==> src/hw/rtl/emt_pkg.sv <==
// ----------------------------------------------------------------------------
// emt_pkg
// Shared constants, codes and types of the encoder angle and motion tracker.
// ----------------------------------------------------------------------------
package emt_pkg;

    localparam int ANGLE_BITS_DEF   = 12;
    localparam int COUNTER_BITS_DEF = 32;

    localparam int CFG_IDX_W  = 3;
    localparam int CFG_DATA_W = 12;

    localparam int OFFSET_W    = 12;
    localparam int THRESHOLD_W = 11;
    localparam int WINDOW_W    = 12;
    localparam int MIN_READS_W = 8;

    localparam logic [CFG_IDX_W-1:0] CFG_OFFSET    = 3'd0;
    localparam logic [CFG_IDX_W-1:0] CFG_INVERT    = 3'd1;
    localparam logic [CFG_IDX_W-1:0] CFG_PRESENT   = 3'd2;
    localparam logic [CFG_IDX_W-1:0] CFG_THRESHOLD = 3'd3;
    localparam logic [CFG_IDX_W-1:0] CFG_WINDOW    = 3'd4;
    localparam logic [CFG_IDX_W-1:0] CFG_MIN_READS = 3'd5;

    localparam logic [THRESHOLD_W-1:0] THRESHOLD_RST = 11'd5;
    localparam logic [WINDOW_W-1:0]    WINDOW_RST    = 12'd57;
    localparam logic [MIN_READS_W-1:0] MIN_READS_RST = 8'd10;

    localparam logic [1:0] DIR_NONE = 2'b00;
    localparam logic [1:0] DIR_CW   = 2'b01;
    localparam logic [1:0] DIR_CCW  = 2'b11;

    localparam logic [1:0] MAG_OK     = 2'd0;
    localparam logic [1:0] MAG_WEAK   = 2'd1;
    localparam logic [1:0] MAG_STRONG = 2'd2;
    localparam logic [1:0] MAG_NONE   = 2'd3;

    typedef struct packed {
        logic [OFFSET_W-1:0]    offset_counts;
        logic                   invert_direction;
        logic                   sensor_present;
        logic [THRESHOLD_W-1:0] move_limit;
        logic [WINDOW_W-1:0]    arrive_window;
        logic [MIN_READS_W-1:0] min_reads_for_rate;
    } cfg_t;

    typedef struct packed {
        logic [1:0] expected_direction;
        logic [1:0] magnet_code;
    } calc_t;

    typedef struct packed {
        logic [1:0] rotation;
        logic       movement_seen;
        logic       rate_ok;
    } trk_status_t;

endpackage

==> src/hw/rtl/emt_cfg_regs.sv <==
// ----------------------------------------------------------------------------
// emt_cfg_regs
// Configuration register file, written through a valid/ready channel.
// ----------------------------------------------------------------------------
module emt_cfg_regs (
    input  logic                             aclk,
    input  logic                             aresetn,
    input  logic                             cfg_valid,
    output logic                             cfg_ready,
    input  logic [emt_pkg::CFG_IDX_W-1:0]    cfg_index,
    input  logic [emt_pkg::CFG_DATA_W-1:0]   cfg_data,
    output emt_pkg::cfg_t                    cfg
);

    emt_pkg::cfg_t cfg_reg;
    emt_pkg::cfg_t cfg_next;

    assign cfg_ready = 1'b1;
    assign cfg       = cfg_reg;

    always_comb begin
        cfg_next = cfg_reg;
        if (cfg_valid) begin
            unique case (cfg_index)
                emt_pkg::CFG_OFFSET: begin
                    cfg_next.offset_counts = cfg_data[emt_pkg::OFFSET_W-1:0];
                end
                emt_pkg::CFG_INVERT: begin
                    cfg_next.invert_direction = cfg_data[0];
                end
                emt_pkg::CFG_PRESENT: begin
                    cfg_next.sensor_present = cfg_data[0];
                end
                emt_pkg::CFG_THRESHOLD: begin
                    cfg_next.move_limit = cfg_data[emt_pkg::THRESHOLD_W-1:0];
                end
                emt_pkg::CFG_WINDOW: begin
                    cfg_next.arrive_window = cfg_data[emt_pkg::WINDOW_W-1:0];
                end
                emt_pkg::CFG_MIN_READS: begin
                    cfg_next.min_reads_for_rate = cfg_data[emt_pkg::MIN_READS_W-1:0];
                end
                default: begin
                    cfg_next = cfg_reg;
                end
            endcase
        end
    end

    always_ff @(posedge aclk) begin
        if (!aresetn) begin
            cfg_reg.offset_counts      <= '0;
            cfg_reg.invert_direction   <= 1'b0;
            cfg_reg.sensor_present     <= 1'b0;
            cfg_reg.move_limit         <= emt_pkg::THRESHOLD_RST;
            cfg_reg.arrive_window      <= emt_pkg::WINDOW_RST;
            cfg_reg.min_reads_for_rate <= emt_pkg::MIN_READS_RST;
        end else begin
            cfg_reg <= cfg_next;
        end
    end

endmodule

==> src/hw/rtl/emt_calc.sv <==
// ----------------------------------------------------------------------------
// emt_calc
// Corrected angle, shortest-path direction to the target and magnet status.
// ----------------------------------------------------------------------------
module emt_calc #(
    parameter int ANGLE_BITS = emt_pkg::ANGLE_BITS_DEF
) (
    input  logic [ANGLE_BITS-1:0] raw_angle,
    input  logic [ANGLE_BITS-1:0] target_angle,
    input  logic                  read_failed,
    input  logic                  magnet_detected,
    input  logic                  magnet_weak,
    input  logic                  magnet_strong,
    input  emt_pkg::cfg_t         cfg,
    output logic [ANGLE_BITS-1:0] angle_out,
    output emt_pkg::calc_t        calc
);

    localparam int EXT_W = (ANGLE_BITS > emt_pkg::OFFSET_W) ? ANGLE_BITS : emt_pkg::OFFSET_W;
    localparam int CMP_W = (ANGLE_BITS + 2 > emt_pkg::WINDOW_W) ?
                           ANGLE_BITS + 2 : emt_pkg::WINDOW_W;
    localparam logic signed [ANGLE_BITS+1:0] HALF_S = {3'b001, {(ANGLE_BITS-1){1'b0}}};
    localparam logic signed [ANGLE_BITS+1:0] FULL_S = {2'b01, {ANGLE_BITS{1'b0}}};

    logic [ANGLE_BITS-1:0]        mirrored;
    logic [EXT_W-1:0]             offset_ext;
    logic [ANGLE_BITS-1:0]        angle_c;
    logic signed [ANGLE_BITS+1:0] t_diff;
    logic signed [ANGLE_BITS+1:0] t_wrap;
    logic signed [ANGLE_BITS+1:0] t_mag;
    logic [CMP_W-1:0]             t_mag_ext;
    logic [CMP_W-1:0]             window_ext;

    assign mirrored   = cfg.invert_direction ? (~raw_angle + 1'b1) : raw_angle;
    assign offset_ext = EXT_W'(cfg.offset_counts);
    assign angle_c    = mirrored - offset_ext[ANGLE_BITS-1:0];
    assign t_diff     = $signed({2'b00, target_angle}) - $signed({2'b00, angle_c});

    always_comb begin
        if (t_diff > HALF_S) begin
            t_wrap = t_diff - FULL_S;
        end else if (t_diff < -HALF_S) begin
            t_wrap = t_diff + FULL_S;
        end else begin
            t_wrap = t_diff;
        end
    end

    assign t_mag      = t_wrap[ANGLE_BITS+1] ? -t_wrap : t_wrap;
    assign t_mag_ext  = CMP_W'($unsigned(t_mag));
    assign window_ext = CMP_W'(cfg.arrive_window);
    assign angle_out  = read_failed ? '0 : angle_c;

    always_comb begin
        if (read_failed || (t_mag_ext < window_ext)) begin
            calc.expected_direction = emt_pkg::DIR_NONE;
        end else if (!t_wrap[ANGLE_BITS+1] && (t_wrap != '0)) begin
            calc.expected_direction = emt_pkg::DIR_CW;
        end else begin
            calc.expected_direction = emt_pkg::DIR_CCW;
        end

        if (!magnet_detected) begin
            calc.magnet_code = emt_pkg::MAG_NONE;
        end else if (magnet_weak) begin
            calc.magnet_code = emt_pkg::MAG_WEAK;
        end else if (magnet_strong) begin
            calc.magnet_code = emt_pkg::MAG_STRONG;
        end else begin
            calc.magnet_code = emt_pkg::MAG_OK;
        end
    end

endmodule

==> src/hw/rtl/emt_tracker.sv <==
// ----------------------------------------------------------------------------
// emt_tracker
// Reference angle, movement detection, direction and saturating counters.
// ----------------------------------------------------------------------------
module emt_tracker #(
    parameter int ANGLE_BITS   = emt_pkg::ANGLE_BITS_DEF,
    parameter int COUNTER_BITS = emt_pkg::COUNTER_BITS_DEF
) (
    input  logic                    aclk,
    input  logic                    aresetn,
    input  logic                    step_en,
    input  logic [ANGLE_BITS-1:0]   raw_angle,
    input  logic                    read_failed,
    input  logic                    clear_movement,
    input  logic                    clear_stats,
    input  emt_pkg::cfg_t           cfg,
    output emt_pkg::trk_status_t    status,
    output logic [COUNTER_BITS-1:0] reads_total,
    output logic [COUNTER_BITS-1:0] errors_total
);

    localparam int CMP_W = (ANGLE_BITS + 2 > emt_pkg::THRESHOLD_W) ?
                           ANGLE_BITS + 2 : emt_pkg::THRESHOLD_W;
    localparam logic signed [ANGLE_BITS+1:0] HALF_S = {3'b001, {(ANGLE_BITS-1){1'b0}}};
    localparam logic signed [ANGLE_BITS+1:0] FULL_S = {2'b01, {ANGLE_BITS{1'b0}}};
    localparam logic [COUNTER_BITS-1:0]      CNT_MAX = '1;

    logic [ANGLE_BITS-1:0]   ref_reg, ref_next;
    logic                    primed_reg, primed_next;
    logic                    flag_reg, flag_next;
    logic [1:0]              dir_reg, dir_next;
    logic [COUNTER_BITS-1:0] rd_reg, rd_next;
    logic [COUNTER_BITS-1:0] er_reg, er_next;

    logic [COUNTER_BITS-1:0]      rd_base;
    logic [COUNTER_BITS-1:0]      er_base;
    logic signed [ANGLE_BITS+1:0] d_diff;
    logic signed [ANGLE_BITS+1:0] d_wrap;
    logic signed [ANGLE_BITS+1:0] d_mag;
    logic                         exceed;
    logic [COUNTER_BITS+3:0]      er_x10;
    logic                         rate_bad;

    assign rd_base = clear_stats ? '0 : rd_reg;
    assign er_base = clear_stats ? '0 : er_reg;
    assign rd_next = (rd_base == CNT_MAX) ? rd_base : rd_base + 1'b1;
    assign er_next = (!read_failed || (er_base == CNT_MAX)) ? er_base : er_base + 1'b1;

    assign d_diff = $signed({2'b00, raw_angle}) - $signed({2'b00, ref_reg});

    always_comb begin
        if (d_diff > HALF_S) begin
            d_wrap = d_diff - FULL_S;
        end else if (d_diff < -HALF_S) begin
            d_wrap = d_diff + FULL_S;
        end else begin
            d_wrap = d_diff;
        end
    end

    assign d_mag  = d_wrap[ANGLE_BITS+1] ? -d_wrap : d_wrap;
    assign exceed = CMP_W'($unsigned(d_mag)) > CMP_W'(cfg.move_limit);

    always_comb begin
        ref_next    = ref_reg;
        primed_next = primed_reg;
        flag_next   = clear_movement ? 1'b0 : flag_reg;
        dir_next    = dir_reg;
        if (!read_failed) begin
            if (!primed_reg) begin
                ref_next    = raw_angle;
                primed_next = 1'b1;
                dir_next    = emt_pkg::DIR_NONE;
            end else if (exceed) begin
                ref_next  = raw_angle;
                flag_next = 1'b1;
                dir_next  = (!d_wrap[ANGLE_BITS+1] && (d_wrap != '0)) ?
                            emt_pkg::DIR_CW : emt_pkg::DIR_CCW;
            end else begin
                dir_next = emt_pkg::DIR_NONE;
            end
        end
    end

    // ten times the error count as 8x + 2x
    assign er_x10   = (COUNTER_BITS+4)'({er_next, 3'b000}) + (COUNTER_BITS+4)'({er_next, 1'b0});
    assign rate_bad = (rd_next > COUNTER_BITS'(cfg.min_reads_for_rate)) &&
                      (er_x10 > (COUNTER_BITS+4)'(rd_next));

    assign status.rotation      = dir_next;
    assign status.movement_seen = flag_next;
    assign status.rate_ok       = ~rate_bad;
    assign reads_total          = rd_next;
    assign errors_total         = er_next;

    always_ff @(posedge aclk) begin
        if (!aresetn) begin
            ref_reg    <= '0;
            primed_reg <= 1'b0;
            flag_reg   <= 1'b0;
            dir_reg    <= emt_pkg::DIR_NONE;
            rd_reg     <= '0;
            er_reg     <= '0;
        end else if (step_en) begin
            ref_reg    <= ref_next;
            primed_reg <= primed_next;
            flag_reg   <= flag_next;
            dir_reg    <= dir_next;
            rd_reg     <= rd_next;
            er_reg     <= er_next;
        end
    end

endmodule

==> src/hw/rtl/encoder_angle_motion_tracker_core.sv <==
// ----------------------------------------------------------------------------
// encoder_angle_motion_tracker_core
// Absolute encoder angle correction, movement and direction tracking, health.
// ----------------------------------------------------------------------------
// One sample is taken per clock, sustained, while the result channel is not
// stalled by m_axis_tready. A sample is captured in the input register, and all
// its work (angle correction, wrapped delta against the reference, target
// direction, counters, health) is done combinationally on its way into the
// result register. The tracker state updates as each sample moves into the
// result register, which lets the next sample follow directly. s_axis_tready
// follows m_axis_tready when both registers are full. There is no clearing
// pass after reset.
module encoder_angle_motion_tracker_core #(
    parameter int ANGLE_BITS   = emt_pkg::ANGLE_BITS_DEF,
    parameter int COUNTER_BITS = emt_pkg::COUNTER_BITS_DEF
) (
    input  logic                           aclk,
    input  logic                           aresetn,
    input  logic                           cfg_valid,
    output logic                           cfg_ready,
    input  logic [emt_pkg::CFG_IDX_W-1:0]  cfg_index,
    input  logic [emt_pkg::CFG_DATA_W-1:0] cfg_data,
    input  logic                           s_axis_tvalid,
    output logic                           s_axis_tready,
    // raw_angle, magnet_detected, magnet_weak, magnet_strong, target_angle,
    // clear_movement, clear_stats, zero fill
    input  logic [((2*ANGLE_BITS+5+7)/8)*8-1:0] s_axis_tdata,
    // read_failed
    input  logic                           s_axis_tuser,
    output logic                           m_axis_tvalid,
    input  logic                           m_axis_tready,
    // angle_out, rotation, movement_seen, expected_direction, healthy,
    // magnet_code, reads_total, errors_total, zero fill
    output logic [((ANGLE_BITS+8+2*COUNTER_BITS+7)/8)*8-1:0] m_axis_tdata,
    // angle_valid
    output logic                           m_axis_tuser
);

    localparam int OUT_W = ((ANGLE_BITS+8+2*COUNTER_BITS+7)/8)*8;

    emt_pkg::cfg_t        cfg;
    emt_pkg::calc_t       calc;
    emt_pkg::trk_status_t status;

    logic                  in_valid_reg, in_valid_next;
    logic [ANGLE_BITS-1:0] raw_reg;
    logic [ANGLE_BITS-1:0] target_reg;
    logic                  failed_reg, det_reg, weak_reg, strong_reg;
    logic                  clr_mov_reg, clr_stats_reg;

    logic                  out_valid_reg, out_valid_next;
    logic [OUT_W-1:0]      out_data_reg;
    logic                  out_user_reg;

    logic                    advance;
    logic                    in_xfer;
    logic [ANGLE_BITS-1:0]   angle_c;
    logic [COUNTER_BITS-1:0] reads_total;
    logic [COUNTER_BITS-1:0] errors_total;
    logic                    healthy;
    logic [OUT_W-1:0]        result_data;

    assign advance       = in_valid_reg && (!out_valid_reg || m_axis_tready);
    assign s_axis_tready = !in_valid_reg || advance;
    assign in_xfer       = s_axis_tvalid && s_axis_tready;

    always_comb begin
        in_valid_next = in_valid_reg;
        if (in_xfer) begin
            in_valid_next = 1'b1;
        end else if (advance) begin
            in_valid_next = 1'b0;
        end
        out_valid_next = out_valid_reg;
        if (advance) begin
            out_valid_next = 1'b1;
        end else if (m_axis_tready) begin
            out_valid_next = 1'b0;
        end
    end

    always_ff @(posedge aclk) begin
        if (!aresetn) begin
            in_valid_reg  <= 1'b0;
            out_valid_reg <= 1'b0;
        end else begin
            in_valid_reg  <= in_valid_next;
            out_valid_reg <= out_valid_next;
        end
    end

    always_ff @(posedge aclk) begin
        if (in_xfer) begin
            raw_reg       <= s_axis_tdata[ANGLE_BITS-1:0];
            det_reg       <= s_axis_tdata[ANGLE_BITS];
            weak_reg      <= s_axis_tdata[ANGLE_BITS+1];
            strong_reg    <= s_axis_tdata[ANGLE_BITS+2];
            target_reg    <= s_axis_tdata[2*ANGLE_BITS+2:ANGLE_BITS+3];
            clr_mov_reg   <= s_axis_tdata[2*ANGLE_BITS+3];
            clr_stats_reg <= s_axis_tdata[2*ANGLE_BITS+4];
            failed_reg    <= s_axis_tuser;
        end
        if (advance) begin
            out_data_reg <= result_data;
            out_user_reg <= ~failed_reg;
        end
    end

    emt_cfg_regs u_cfg (
        .aclk      (aclk),
        .aresetn   (aresetn),
        .cfg_valid (cfg_valid),
        .cfg_ready (cfg_ready),
        .cfg_index (cfg_index),
        .cfg_data  (cfg_data),
        .cfg       (cfg)
    );

    emt_calc #(
        .ANGLE_BITS (ANGLE_BITS)
    ) u_calc (
        .raw_angle       (raw_reg),
        .target_angle    (target_reg),
        .read_failed     (failed_reg),
        .magnet_detected (det_reg),
        .magnet_weak     (weak_reg),
        .magnet_strong   (strong_reg),
        .cfg             (cfg),
        .angle_out       (angle_c),
        .calc            (calc)
    );

    emt_tracker #(
        .ANGLE_BITS   (ANGLE_BITS),
        .COUNTER_BITS (COUNTER_BITS)
    ) u_tracker (
        .aclk           (aclk),
        .aresetn        (aresetn),
        .step_en        (advance),
        .raw_angle      (raw_reg),
        .read_failed    (failed_reg),
        .clear_movement (clr_mov_reg),
        .clear_stats    (clr_stats_reg),
        .cfg            (cfg),
        .status         (status),
        .reads_total    (reads_total),
        .errors_total   (errors_total)
    );

    assign healthy = cfg.sensor_present && status.rate_ok &&
                     (calc.magnet_code == emt_pkg::MAG_OK);

    assign result_data = OUT_W'({errors_total, reads_total, calc.magnet_code, healthy,
                                 calc.expected_direction, status.movement_seen,
                                 status.rotation, angle_c});

    assign m_axis_tvalid = out_valid_reg;
    assign m_axis_tdata  = out_data_reg;
    assign m_axis_tuser  = out_user_reg;

endmodule

==> config.mk <==
export PLATFORM = sky130hd
export DESIGN_NAME = encoder_angle_motion_tracker_core
export DESIGN_NICKNAME = d
export VERILOG_FILES = /design/src/hw/rtl/emt_pkg.sv /design/src/hw/rtl/emt_cfg_regs.sv /design/src/hw/rtl/emt_calc.sv /design/src/hw/rtl/emt_tracker.sv /design/src/hw/rtl/encoder_angle_motion_tracker_core.sv
export SDC_FILE = /design/constraint.sdc
export NUM_CORES = 1
export LEC_CHECK = 0
export ABC_CLOCK_PERIOD_IN_PS = 16900
export BUFFER_PORTS_ARGS = -buffer_cell sky130_fd_sc_hd__buf_2
export CORE_MARGIN = 2
export CORE_UTILIZATION = 65
export DETAILED_ROUTE_END_ITERATION = 8
export GPL_ROUTABILITY_DRIVEN = 0
export PLACE_DENSITY = 0.88
export RECOVER_POWER = 100
export SYNTH_ARGS = -nofsm -noshare
export SYNTH_HDL_FRONTEND = slang
export SYNTH_HIERARCHICAL = 1
export SYNTH_SLANG_ARGS = --single-unit
export TNS_END_PERCENT = 5
==> constraint.sdc <==
create_clock -name aclk -period 16.9 [get_ports aclk]
set_input_delay 5.07 -clock aclk [delete_from_list [all_inputs] [get_ports aclk]]
set_output_delay 5.07 -clock aclk [all_outputs]
set_load 0.01 [all_outputs]
### Yosys cells after proc, flatten, opt, wreduce, memory -nomap -nowiden

Cells that the tools add are included.

| word-level totals | value |
|---|---|
| flip-flop bits (word level) | 242 |
| bits of input ports | 53 |
| output and inout port bits | 92 |
| logic and storage cells | 117 |

| operators by class | value |
|---|---|
| add/sub/neg operators | 13 |
| $lt $le $gt $ge | 8 |
| eq/ne operators | 8 |
| mux-type cells | 29 |
| bitwise operators | 3 |
| reduce and logical (&&, ||, !) cells | 30 |

Operator list:

| cell | count |
|---|---|
| two-way mux 32 bit | 4 |
| two-way mux 14 bit | 6 |
| adder 32 x 1 -> 32 bit (second input constant) | 2 |
| == test 32 bit (second input constant) | 2 |
| adder 35 x 33 -> 36 bit | 1 |
| greater-than comparator 36 x 32 -> 1 bit | 1 |
| two-way mux 12 bit | 3 |
| greater-than comparator 32 x 8 -> 1 bit | 1 |
| adder 14 bit (second input constant) | 2 |
| greater-than comparator 14 x 13 -> 1 bit (second input constant) | 2 |
| less-than comparator 14 x 12 -> 1 bit (second input constant) | 2 |
| negator 14 bit | 2 |
| nonzero test 14 bit | 2 |
| subtractor 14 bit (second input constant) | 2 |
| subtractor 12 x 12 -> 13 bit | 2 |
| two-way mux 2 bit | 8 |
| greater-than comparator 14 x 11 -> 1 bit | 1 |
| less-than comparator 14 x 12 -> 1 bit | 1 |
| AND reduction 2 bit | 7 |
| adder 12 x 1 -> 12 bit (second input constant) | 1 |
| NOT 12 bit | 1 |
| subtractor 12 bit | 1 |
| two-way mux 1 bit | 8 |
| logical AND 1 bit | 7 |
| other kinds (11) | 22 |

### Logic depth before layout (Yosys ltp)

Gate-level depths: netlist of run 1.

| logic depth | value |
|---|---|
| word-level depth | 12 |
| mapped depth | 35 |

### By module

Netlist of run 1, hierarchy kept.

By module, submodules not included:

| module | times used | cells an instance | area an instance (um2) |
|---|---|---|---|
| emt_tracker | 1 | 1,121 | 8,643.3 |
| encoder_angle_motion_tracker_core | 1 | 132 | 3,603.5 |
| emt_calc | 1 | 285 | 1,978.1 |
| emt_cfg_regs | 1 | 173 | 1,757.9 |

### Worst setup path before layout of run 1

OpenSTA, ideal clock, no wires.

| path | value |
|---|---|
| kind | input to output |
| start point | input port m_axis_tready |
| end point | output port s_axis_tready |
| arrival | 5.217 ns |
| data required time | 11.830 ns |
| path slack | 6.613 ns |
| stages on the path | 1 |
| path buffers | 0 |
| cell sequence | nand3b_4 |

| on the way | value |
|---|---|
| cells in the longest elaborated chain, start to end | 3 |

Ends and longest elaborated chain:

| what | RTL line | RTL |
|---|---|---|
| start, declared | encoder_angle_motion_tracker_core.sv:31 | `input logic m_axis_tready,` |
| logical OR 1 bit | encoder_angle_motion_tracker_core.sv:63 | `assign advance = in_valid_reg && (!out_valid_reg \|\| m_axis_tready);` |
| logical AND 1 bit | encoder_angle_motion_tracker_core.sv:63 |  |
| logical OR 1 bit | encoder_angle_motion_tracker_core.sv:64 | `assign s_axis_tready = !in_valid_reg \|\| advance;` |
| end, declared | encoder_angle_motion_tracker_core.sv:24 | `output logic s_axis_tready,` |

Every way passes these cells.

### Final worst setup path of run 1

Ends and elaborated chain as after synthesis.

==> results of run 1 <==
## final timing paths
path	from	end	slack (ps)	cells past startpoint
setup reg to reg	clr_stats_reg$_DFFE_PP_	m_axis_tdata[17]$_DFFE_PP_	6470	26
setup / recovery	m_axis_tready	s_axis_tready	6350	3
hold / removal	u_cfg/cfg[30]$_SDFFE_PN0P_	u_cfg/cfg[30]$_SDFFE_PN0P_	460	2
hold reg to reg	u_cfg/cfg[30]$_SDFFE_PN0P_	u_cfg/cfg[30]$_SDFFE_PN0P_	460	2
## stage by stage
stage                     worst slack [ps]  cells  hold slack [ps]  utilization  instance area, um2
after global routing                  5740   2164              472        0.725               17600
after detailed placement              6340   2114              446        0.695               16900
after global placement                6350   2114              442        0.695               16900
final                                 6350   2165              456        0.725               17600
after CTS                             6330   2162              458        0.732               17700
after floorplan                       6610   1714              435            -               16000
## per-layer routing
layer / up-vias / GRT usage / wire [um]
li1: 6356 / - / -
met1: 6065 / 0.327 / 14600
met2: 524 / 0.483 / 17800
met3: 122 / 0.0573 / 2740
met4: 0 / 0.138 / 1790
met5: - / 0 / 0
## cell type report
class,count,share of cell area
diodes,3,0.000427
clock buffers,36,0.0429
clock inverters,12,0.00812
inverters,118,0.0252
multi-input cells,1288,0.525
flip-flops and latches,242,0.341
well taps,324,0.0231
repair buffers,142,0.0337
## layout by cell type, fill, tap and decap left out, types with 7 or more instances in the layout
cell type    n
nand2_1    174
ha_1       131
dfxtp_1    127
inv_1      118
edfxtp_1   115
mux2i_1    112
clkbuf_1   100
nor2b_1     93
nor2_1      92
xnor2_1     77
a21oi_1     76
o21ai_0     71
xor2_1      49
buf_2       47
nand3_1     47
clkbuf_16   28
a21o_1      26
nor3_1      25
or3_1       23
nand4_1     23
a211oi_1    15
nand2b_1    14
nor4_1      14
and3_1      14
o31ai_1     13
o211ai_1    13
o21a_1      12
o211a_1     12
a31oi_1     12
a21boi_0     9
o2111ai_1    7
and4_1       7
## synth_stat cells, types with 14 or more instances
library cell	count	area, um2
nand3_1	47	235
a21oi_1	75	375
nor3_1	25	125
mux2i_1	112	1120
nor2b_1	92	576
or3_1	23	144
o21ai_0	70	350
nor2_1	92	345
and3_1	14	87.6
nand2_1	174	653
xor2_1	49	429
inv_1	118	443
xnor2_1	77	674
ha_1	131	1640
a211oi_1	15	113
edfxtp_1	115	3450
nand2b_1	14	87.6
nand4_1	23	144
dfxtp_1	127	2540
clkbuf_1	40	150
a21o_1	26	195
## kinds of logic after synthesis
family	synth area share
adders and majority gates	0.108
DFF	0.375
muxes	0.0723
other	0.000470
and+or+nand+nor	0.198
xor gates and xnor gates	0.0690
AOI/OAI and AO/OA	0.132
buffers and inverters	0.0461
## power groups by stage
stage	clock [mW]	combinational [mW]	sequential, mW
after floorplan	0	0.261	0.667
after global placement	0	0.329	0.662
after detailed placement	0	0.346	0.662
after CTS	0.601	0.348	0.650
after global routing	0.627	0.393	0.654
final	0.593	0.352	0.652
## tightest hold or removal path: stages (launching register included)
cell	delay, ps
dfxtp_1	300
nand2_1	50
mux2i_1	50
==> results.sh, run 1 <==
export IMPL_status="finished, violations left"
export IMPL_failed_checks="max-capacitance violations, max-slew violations"
export IMPL_die_x_um=161
export IMPL_fin_crit_sh=0.624
export IMPL_seqPwrFrac=0.408
export IMPL_grt_pass1_vias=12300
export IMPL_cts_sinks=242
export IMPL_path_buf_inv=2
export IMPL_fin_tns_setup_ps=0
export IMPL_clk_pin_slew_ps=60
export IMPL_wl_per_cell_um=17.1
export IMPL_dp_final_hpwl_um=26500
export IMPL_drc=0
export IMPL_nets=2006
export IMPL_ys_warn_count=6
export IMPL_synth_edf_count=115
export IMPL_regArea_um2=6000
export IMPL_async_reset_ff_frac=0
export IMPL_final_setup_skew_ps=13.6
export IMPL_fill_cells=1805
export IMPL_p_clk_frac=0.371
export IMPL_cts_htree_levels=1
export IMPL_port_buffers=136
export IMPL_timing_fmax_mhz=94.8
export IMPL_crit_path_max_incr_delay_ps=150
export IMPL_crit_family="buffers and inverters"
export IMPL_cts_resized=0
export IMPL_grt_ovfl_total=0
export IMPL_comb_power_share=0.220
export IMPL_grt_usage=0.278
export IMPL_chipHeight_um=161
export IMPL_power_density_nw_per_um2=90.9
export IMPL_period_needed_ps=10550
export IMPL_p_total_mw=1.60
export IMPL_clockBufferDepth=3
export IMPL_yosysUniqueCellTypes=94
export IMPL_drive_gt1_frac=0.0669
export IMPL_drt_wl_total_um=37000
export IMPL_cts_made_buffers=26
export IMPL_cp_required_ps=11830
export IMPL_crit_slowest_cell="clkbuf_1"
export IMPL_antenna_found_initial=3
export IMPL_die_area_um2=25900
export IMPL_setup_violations_final=0
export IMPL_largest_reg_flops=84
export IMPL_grt_pass1_wl_um=59100
export IMPL_syn_area_um2=16000
export IMPL_hold_class="reg -> reg"
export IMPL_path_cells="clkbuf_1, nand3b_4, clkbuf_1"
export IMPL_syn_area_per_cell_um2=9.34
export IMPL_end_kind="output port"
export IMPL_ys_seq_area_frac=0.375
export IMPL_firstDrtPassIters=5
export IMPL_rows=57
export IMPL_hold_viol=0
export IMPL_worstMarginPinSlew_ps=4750
export IMPL_cp_start_kind="primary input"
export IMPL_io_pins=145
export IMPL_swShare=0.282
export IMPL_p_leak_nw=7.01
export IMPL_power_net_switching_uw=450
export IMPL_grt_start_max_net_pins=98
export IMPL_cp_common_cell="clkbuf_1"
export IMPL_synthCells=1711
export IMPL_clk_insertion_delay_late_ps=530
export IMPL_cap_violations=6
export IMPL_viasPerCell=6.04
export IMPL_path_max_fanout=2
export IMPL_root_buffer="clkbuf_16"
export IMPL_drv_slew=424
export IMPL_vias=13100
export IMPL_area_growth_synth_to_final_pct=9.96
export IMPL_multiInputGateArea_um2=9230
export IMPL_path_class="in -> out"
export IMPL_grt_setup_unrepaired="false"
export IMPL_max_slew_margin_rel=-2.17
export IMPL_synth_seq_cells=242
export IMPL_cp_arrival_ps=5480
export IMPL_cts_tree="done"
export IMPL_post_cts_setup_buffers=0
export IMPL_ir_drop_uv=110
export IMPL_ys_flop_type="dfxtp_1"
export IMPL_hold_buffers=0
export IMPL_ant_nets=0
export IMPL_p_int_mw=1.15
export IMPL_start_util=0.659
export IMPL_fp_coreArea_um2=24200
export IMPL_drt_initial_drc_count=953
Power figures use the tool's default switching activity.
==> run 2, diff against run 1 <==
ABC_CLOCK_PERIOD_IN_PS = 9520   (was 16900)
CORE_UTILIZATION = 55   (was 65)
PLACE_DENSITY = 0.8   (was 0.88)
clock period = 9.52 ns   (was 16.9 ns; I/O delays follow)
==> run 2 against run 1 <==
  * The flow still finishes with violations (max-capacitance violations, max-slew violations)
  * Setup slack worse by 5200 ps
  * Via count is 1.5% lower
  * Hold slack barely moved
  * Sequential cell count is the same
  * Clock power is 70% higher
  * Die area increased by 18%
  * Design area up 0.30%
  * Clock skew up 4.0 ps
  * Critical path depth rose by 23
  * Final cell count up 2.5%
  * Critical path type is now reg -> reg
  * Largest power group unchanged
  * Highest routed layer unchanged
==> results.sh, run 2 (synthesis results as in run 1) <==
export IMPL_status="finished, violations left"
export IMPL_failed_checks="max-capacitance violations, max-slew violations"
export IMPL_cp_start_kind="flip-flop"
export IMPL_post_cts_setup_buffers=0
export IMPL_hold_viol=0
export IMPL_numPlacedInstances=2173
export IMPL_worstMarginPinSlew_ps=4290
export IMPL_grt_ovfl_total=0
export IMPL_period_needed_ps=8370
export IMPL_cts_htree_levels=1
export IMPL_drv_slew=358
export IMPL_wl_per_cell_um=16.6
export IMPL_chipHeight_um=174
export IMPL_fin_crit_sh=0.879
export IMPL_drt_initial_drc_count=859
export IMPL_drive_gt1_frac=0.0659
export IMPL_mostFrequentLayoutCell="nand2_1"
export IMPL_r2r_start="clr_stats_reg$_DFFE_PP_"
export IMPL_largest_reg_flops=84
export IMPL_cts_made_buffers=26
export IMPL_fill_cells=2418
export IMPL_firstDrtPassIters=5
export IMPL_layout_common_cells="nand2_1, ha_1, dfxtp_1, inv_1, edfxtp_1"
export IMPL_instances_no_fill=2220
export IMPL_power_density_nw_per_um2=158
export IMPL_regToRegSetupSlack_ps=1150
export IMPL_clk_pin_slew_ps=60
export IMPL_max_slew_margin_rel=-1.86
export IMPL_rows=62
export IMPL_start_util=0.558
export IMPL_path_class="reg -> reg"
export IMPL_p_leak_nw=7.01
export IMPL_n_antenna_cell=0
export IMPL_hold_class="reg -> reg"
export IMPL_dp_final_hpwl_um=26600
export IMPL_port_buffers=136
export IMPL_nets=2005
export IMPL_grt_start_max_net_pins=166
export IMPL_ir_drop_uv=192
export IMPL_grt_usage=0.237
export IMPL_r2r_cells=26
export IMPL_root_buffer="clkbuf_16"
export IMPL_cap_violations=4
export IMPL_die_area_um2=30400
export IMPL_die_x_um=174
export IMPL_hold_buffers=0
export IMPL_drc=0
export IMPL_clockBufferDepth=3
export IMPL_cts_tree="done"
export IMPL_r2r_end="m_axis_tdata[17]$_DFFE_PP_"
export IMPL_viasPerCell=5.80
export IMPL_clk_insertion_delay_late_ps=540
export IMPL_cts_sinks=242
export IMPL_area_growth_synth_to_final_pct=10.3
export IMPL_fp_coreArea_um2=28600
export IMPL_fin_tns_setup_ps=0
export IMPL_end_kind="flip-flop"
export IMPL_cp_arrival_ps=8750
export IMPL_path_max_fanout=18
export IMPL_hold_path_end="u_tracker/ref_reg[8]$_SDFFE_PN0P_"
export IMPL_io_pins=145
export IMPL_holdPathStages=2
export IMPL_grt_setup_unrepaired="false"
export IMPL_grt_pass1_vias=12300
export IMPL_grt_pass1_wl_um=59800
export IMPL_final_setup_skew_ps=17.7
export IMPL_setup_violations_final=0
export IMPL_vias=12900
export IMPL_cp_required_ps=9900
export IMPL_worstHoldStart="u_tracker/ref_reg[8]$_SDFFE_PN0P_"
export IMPL_ant_nets=0
export IMPL_cts_resized=0
export IMPL_antenna_found_initial=0
export IMPL_timing_fmax_mhz=119
export IMPL_drt_wl_total_um=36900
run 2: cell types whose count changed in the layout (fill, tap and decap cells not counted), moves of 2 or more:
cell / delta
clkbuf_8: +3
diode_2: -3
bufinv_16: -2
clkinv_2: -4
clkbuf_2: +2
run 2: worst max path at each step:
| stage | to | startpoint |
|---|---|---|
| after global routing | u_cfg/cfg[7]$_SDFFE_PN0P_ | aresetn |
| after global placement | m_axis_tdata[17]$_DFFE_PP_ | clr_stats_reg$_DFFE_PP_ |
| final | m_axis_tdata[17]$_DFFE_PP_ | clr_stats_reg$_DFFE_PP_ |
| after floorplan | u_tracker/rd_reg[11]$_SDFFE_PN0P_ | m_axis_tready |
| after detailed placement | m_axis_tdata[17]$_DFFE_PP_ | clr_stats_reg$_DFFE_PP_ |
| after CTS | m_axis_tdata[17]$_DFFE_PP_ | clr_stats_reg$_DFFE_PP_ |
run 2: final cells by class:
cell class	count	area, um2	share of cell area
clock inverter	6	73.8	0.00419
timing repair buffer	141	592	0.0336
tap	384	480	0.0273
multi-input combinational	1288	9240	0.524
sequential	242	6000	0.340
clock buffer	41	801	0.0454
inverter	118	443	0.0251
run 2: report_power, final:
| group | leakage, nW | switching, mW | internal (mW) |
|---|---|---|---|
| combinational | 4.49 | 0.354 | 0.265 |
| sequential | 2.09 | 0.0222 | 1.14 |
| clock | 0.430 | 0.409 | 0.605 |
| total | 7.01 | 0.785 | 2.01 |
run 2: routing by layer:
layer | routed length (um) | GRT usage | share of wire | vias up
met5 | 0 | 0 | 0 | -
met4 | 1020 | 0.0798 | 0.028 | 0
met3 | 1910 | 0.0269 | 0.052 | 79
met2 | 18200 | 0.416 | 0.49 | 384
met1 | 15700 | 0.302 | 0.43 | 6061
li1 | - | - | - | 6346
run 2: worst max-delay path, stage by stage, from the launching register on:
cell and delay [ps]:
edfxtp_1 630, nor2b_1 280, ha_1 210, nand3_1 150
nor4b_1 800, a31oi_1 410, xor2_1 320, ha_1 310
fa_1 440, a211oi_1 250, o21ai_0 200, o21ai_0 390
a211oi_1 200, o41ai_1 550, o21ai_0 250, a21oi_1 230
xnor2_1 140, ha_1 260, and4_1 230, a221o_1 340
a211o_1 280, a21oi_1 110, a31oi_1 50, or3_1 320
o31ai_1 510, nand2_1 160, nor3_1 160
run 2: stage by stage:
step	instance area (um2)	hold WS, ps	utilization	total power [mW]	setup slack, ps
after floorplan	16000	435	-	1.65	1570
after global routing	17600	481	0.616	2.94	590
after CTS	17800	460	0.622	2.81	1310
after global placement	16900	443	0.592	1.76	1440
after detailed placement	16900	448	0.592	1.79	1370
final	17600	455	0.616	2.79	1150
==> run 3, diff against run 2 <==
CORE_UTILIZATION = 56   (was 55)
CTS_BUF_LIST = sky130_fd_sc_hd__clkbuf_4 sky130_fd_sc_hd__clkbuf_8   (was default)
MAX_ROUTING_LAYER = met4   (was default)
PLACE_DENSITY = 0.81   (was 0.8)
==> run 3 against run 2 <==
  * The flow still finishes with violations (max-capacitance violations, max-slew violations)
  * Sequential share of layout area shrank 0.16 points
  * Sequential power is essentially flat
  * Global-route usage grew 1.4 points
  * Critical endpoint unchanged
  * Largest power group unchanged
==> results.sh, run 3 (synthesis results as in run 1) <==
export IMPL_status="finished, violations left"
export IMPL_failed_checks="max-capacitance violations, max-slew violations"
export IMPL_cp_required_ps=9920
export IMPL_cp_depth=28
export IMPL_fp_coreArea_um2=27900
export IMPL_r2r_cells=28
export IMPL_clk_insertion_delay_late_ps=570
export IMPL_path_max_fanout=19
export IMPL_n_antenna_cell=0
export IMPL_final_setup_skew_ps=30.5
export IMPL_end_kind="flip-flop"
export IMPL_critical_path_endpoint="m_axis_tdata[17]$_DFFE_PP_"
export IMPL_dp_final_hpwl_um=26900
export IMPL_chipHeight_um=173
export IMPL_grt_setup_unrepaired="false"
export IMPL_dpl_instance_area_um2=16900
export IMPL_firstDrtPassIters=6
export IMPL_clk_pin_slew_ps=60
export IMPL_grt_pass1_wl_um=60500
export IMPL_p_leak_nw=7.07
export IMPL_final_util=0.634
export IMPL_die_x_um=173
export IMPL_layout_common_cells="nand2_1, ha_1, dfxtp_1, inv_1, edfxtp_1"
export IMPL_drive_gt1_frac=0.0804
export IMPL_fin_crit_sh=0.897
export IMPL_max_slew_margin_rel=-1.91
export IMPL_instances_no_fill=2244
export IMPL_path_buf_inv=0
export IMPL_drt_wl_total_um=37200
export IMPL_cts_made_buffers=42
export IMPL_grt_usage=0.250
export IMPL_crit_family="compound AO/OA/AOI/OAI gates"
export IMPL_design_area_um2=17700
export IMPL_period_needed_ps=8540
export IMPL_clockBufferDepth=3
export IMPL_r2r_end="m_axis_tdata[17]$_DFFE_PP_"
export IMPL_crit_slowest_cell="nor4b_1"
export IMPL_drt_initial_drc_count=867
export IMPL_regToRegSetupSlack_ps=980
export IMPL_rows=61
export IMPL_r2r_start="clr_stats_reg$_DFFE_PP_"
export IMPL_cts_sinks=242
export IMPL_worstHoldStart="u_tracker/ref_reg[6]$_SDFFE_PN0P_"
export IMPL_wl_per_cell_um=16.6
export IMPL_fin_tns_setup_ps=0
export IMPL_grt_ovfl_total=0
export IMPL_start_util=0.572
export IMPL_numPlacedInstances=2168
export IMPL_mostFrequentLayoutCell="nand2_1"
export IMPL_path_class="reg -> reg"
export IMPL_port_buffers=136
export IMPL_power_density_nw_per_um2=163
export IMPL_largest_reg_flops=84
export IMPL_ant_nets=0
export IMPL_timing_fmax_mhz=117
export IMPL_setup_violations_final=0
export IMPL_root_buffer="clkbuf_8"
export IMPL_post_cts_setup_buffers=0
export IMPL_hold_buffers=0
export IMPL_cts_tree="done"
export IMPL_cts_resized=0
export IMPL_crit_path_max_incr_delay_ps=740
export IMPL_vias=13100
export IMPL_worstMarginPinSlew_ps=4370
export IMPL_hold_class="reg -> reg"
export IMPL_drc=0
export IMPL_drv_slew=381
export IMPL_p_total_mw=2.88
export IMPL_io_pins=145
export IMPL_area_growth_synth_to_final_pct=10.8
export IMPL_pre_cts_ws_ps=1170
export IMPL_cap_violations=6
export IMPL_nets=2022
export IMPL_ir_drop_uv=172
export IMPL_grt_pass1_vias=12400
export IMPL_grt_start_max_net_pins=108
export IMPL_hold_viol=0
export IMPL_cp_start_kind="flip-flop"
export IMPL_whs_ps=459
export IMPL_setup_ws_ps=982
export IMPL_cp_arrival_ps=8930
export IMPL_cts_htree_levels=2
export IMPL_antenna_found_initial=0
export IMPL_die_area_um2=29900
export IMPL_viasPerCell=5.83
export IMPL_fill_cells=2332
export IMPL_crit_start="clr_stats_reg$_DFFE_PP_"
-- run 3: worst min path at each step --
stage	endpoint	slack (ps)	depth (start not counted)
after detailed placement	u_cfg/cfg[31]$_SDFFE_PN0P_	450	2
after global routing	u_tracker/ref_reg[6]$_SDFFE_PN0P_	470	2
final	u_tracker/ref_reg[6]$_SDFFE_PN0P_	460	2
after floorplan	u_cfg/cfg[10]$_SDFFE_PN0P_	430	2
after CTS	u_tracker/ref_reg[6]$_SDFFE_PN0P_	460	2
after global placement	u_tracker/ref_reg[4]$_SDFFE_PN0P_	440	2
-- run 3: cell type report --
class | instances | area, um2 | share of cell area
timing repair buffer | 142 | 594 | 0.0336
inverter | 118 | 443 | 0.0250
multi-input combinational | 1288 | 9230 | 0.521
clock inverter | 24 | 297 | 0.0167
tap | 378 | 473 | 0.0267
clock buffer | 52 | 672 | 0.0379
sequential | 242 | 6000 | 0.339
-- run 3: per-layer routing --
layer | routed length, um | vias up | GRT usage | share of wire
met4 | 1240 | 0 | 0.0999 | 0.033
met1 | 15800 | 6184 | 0.301 | 0.42
met5 | 0 | - | - | 0
li1 | - | 6375 | - | -
met2 | 18200 | 424 | 0.428 | 0.49
met3 | 1970 | 100 | 0.0317 | 0.053
-- run 3: worst register-to-register path, delay by kind of cell, from the launching register on --
family	cells	cell delay, ps
AOI/OAI and AO/OA	15	4110
and+or+nand+nor	8	2250
adders and majority gates	3	1070
DFF	1	650
xor gates and xnor gates	2	320
-- run 3: where the power goes --
part	total (mW)	switching, mW	leakage (nW)	internal, mW
Sequential	1.16	0.0223	2.09	1.14
Combinational	0.619	0.355	4.48	0.263
Clock	1.10	0.443	0.498	0.658
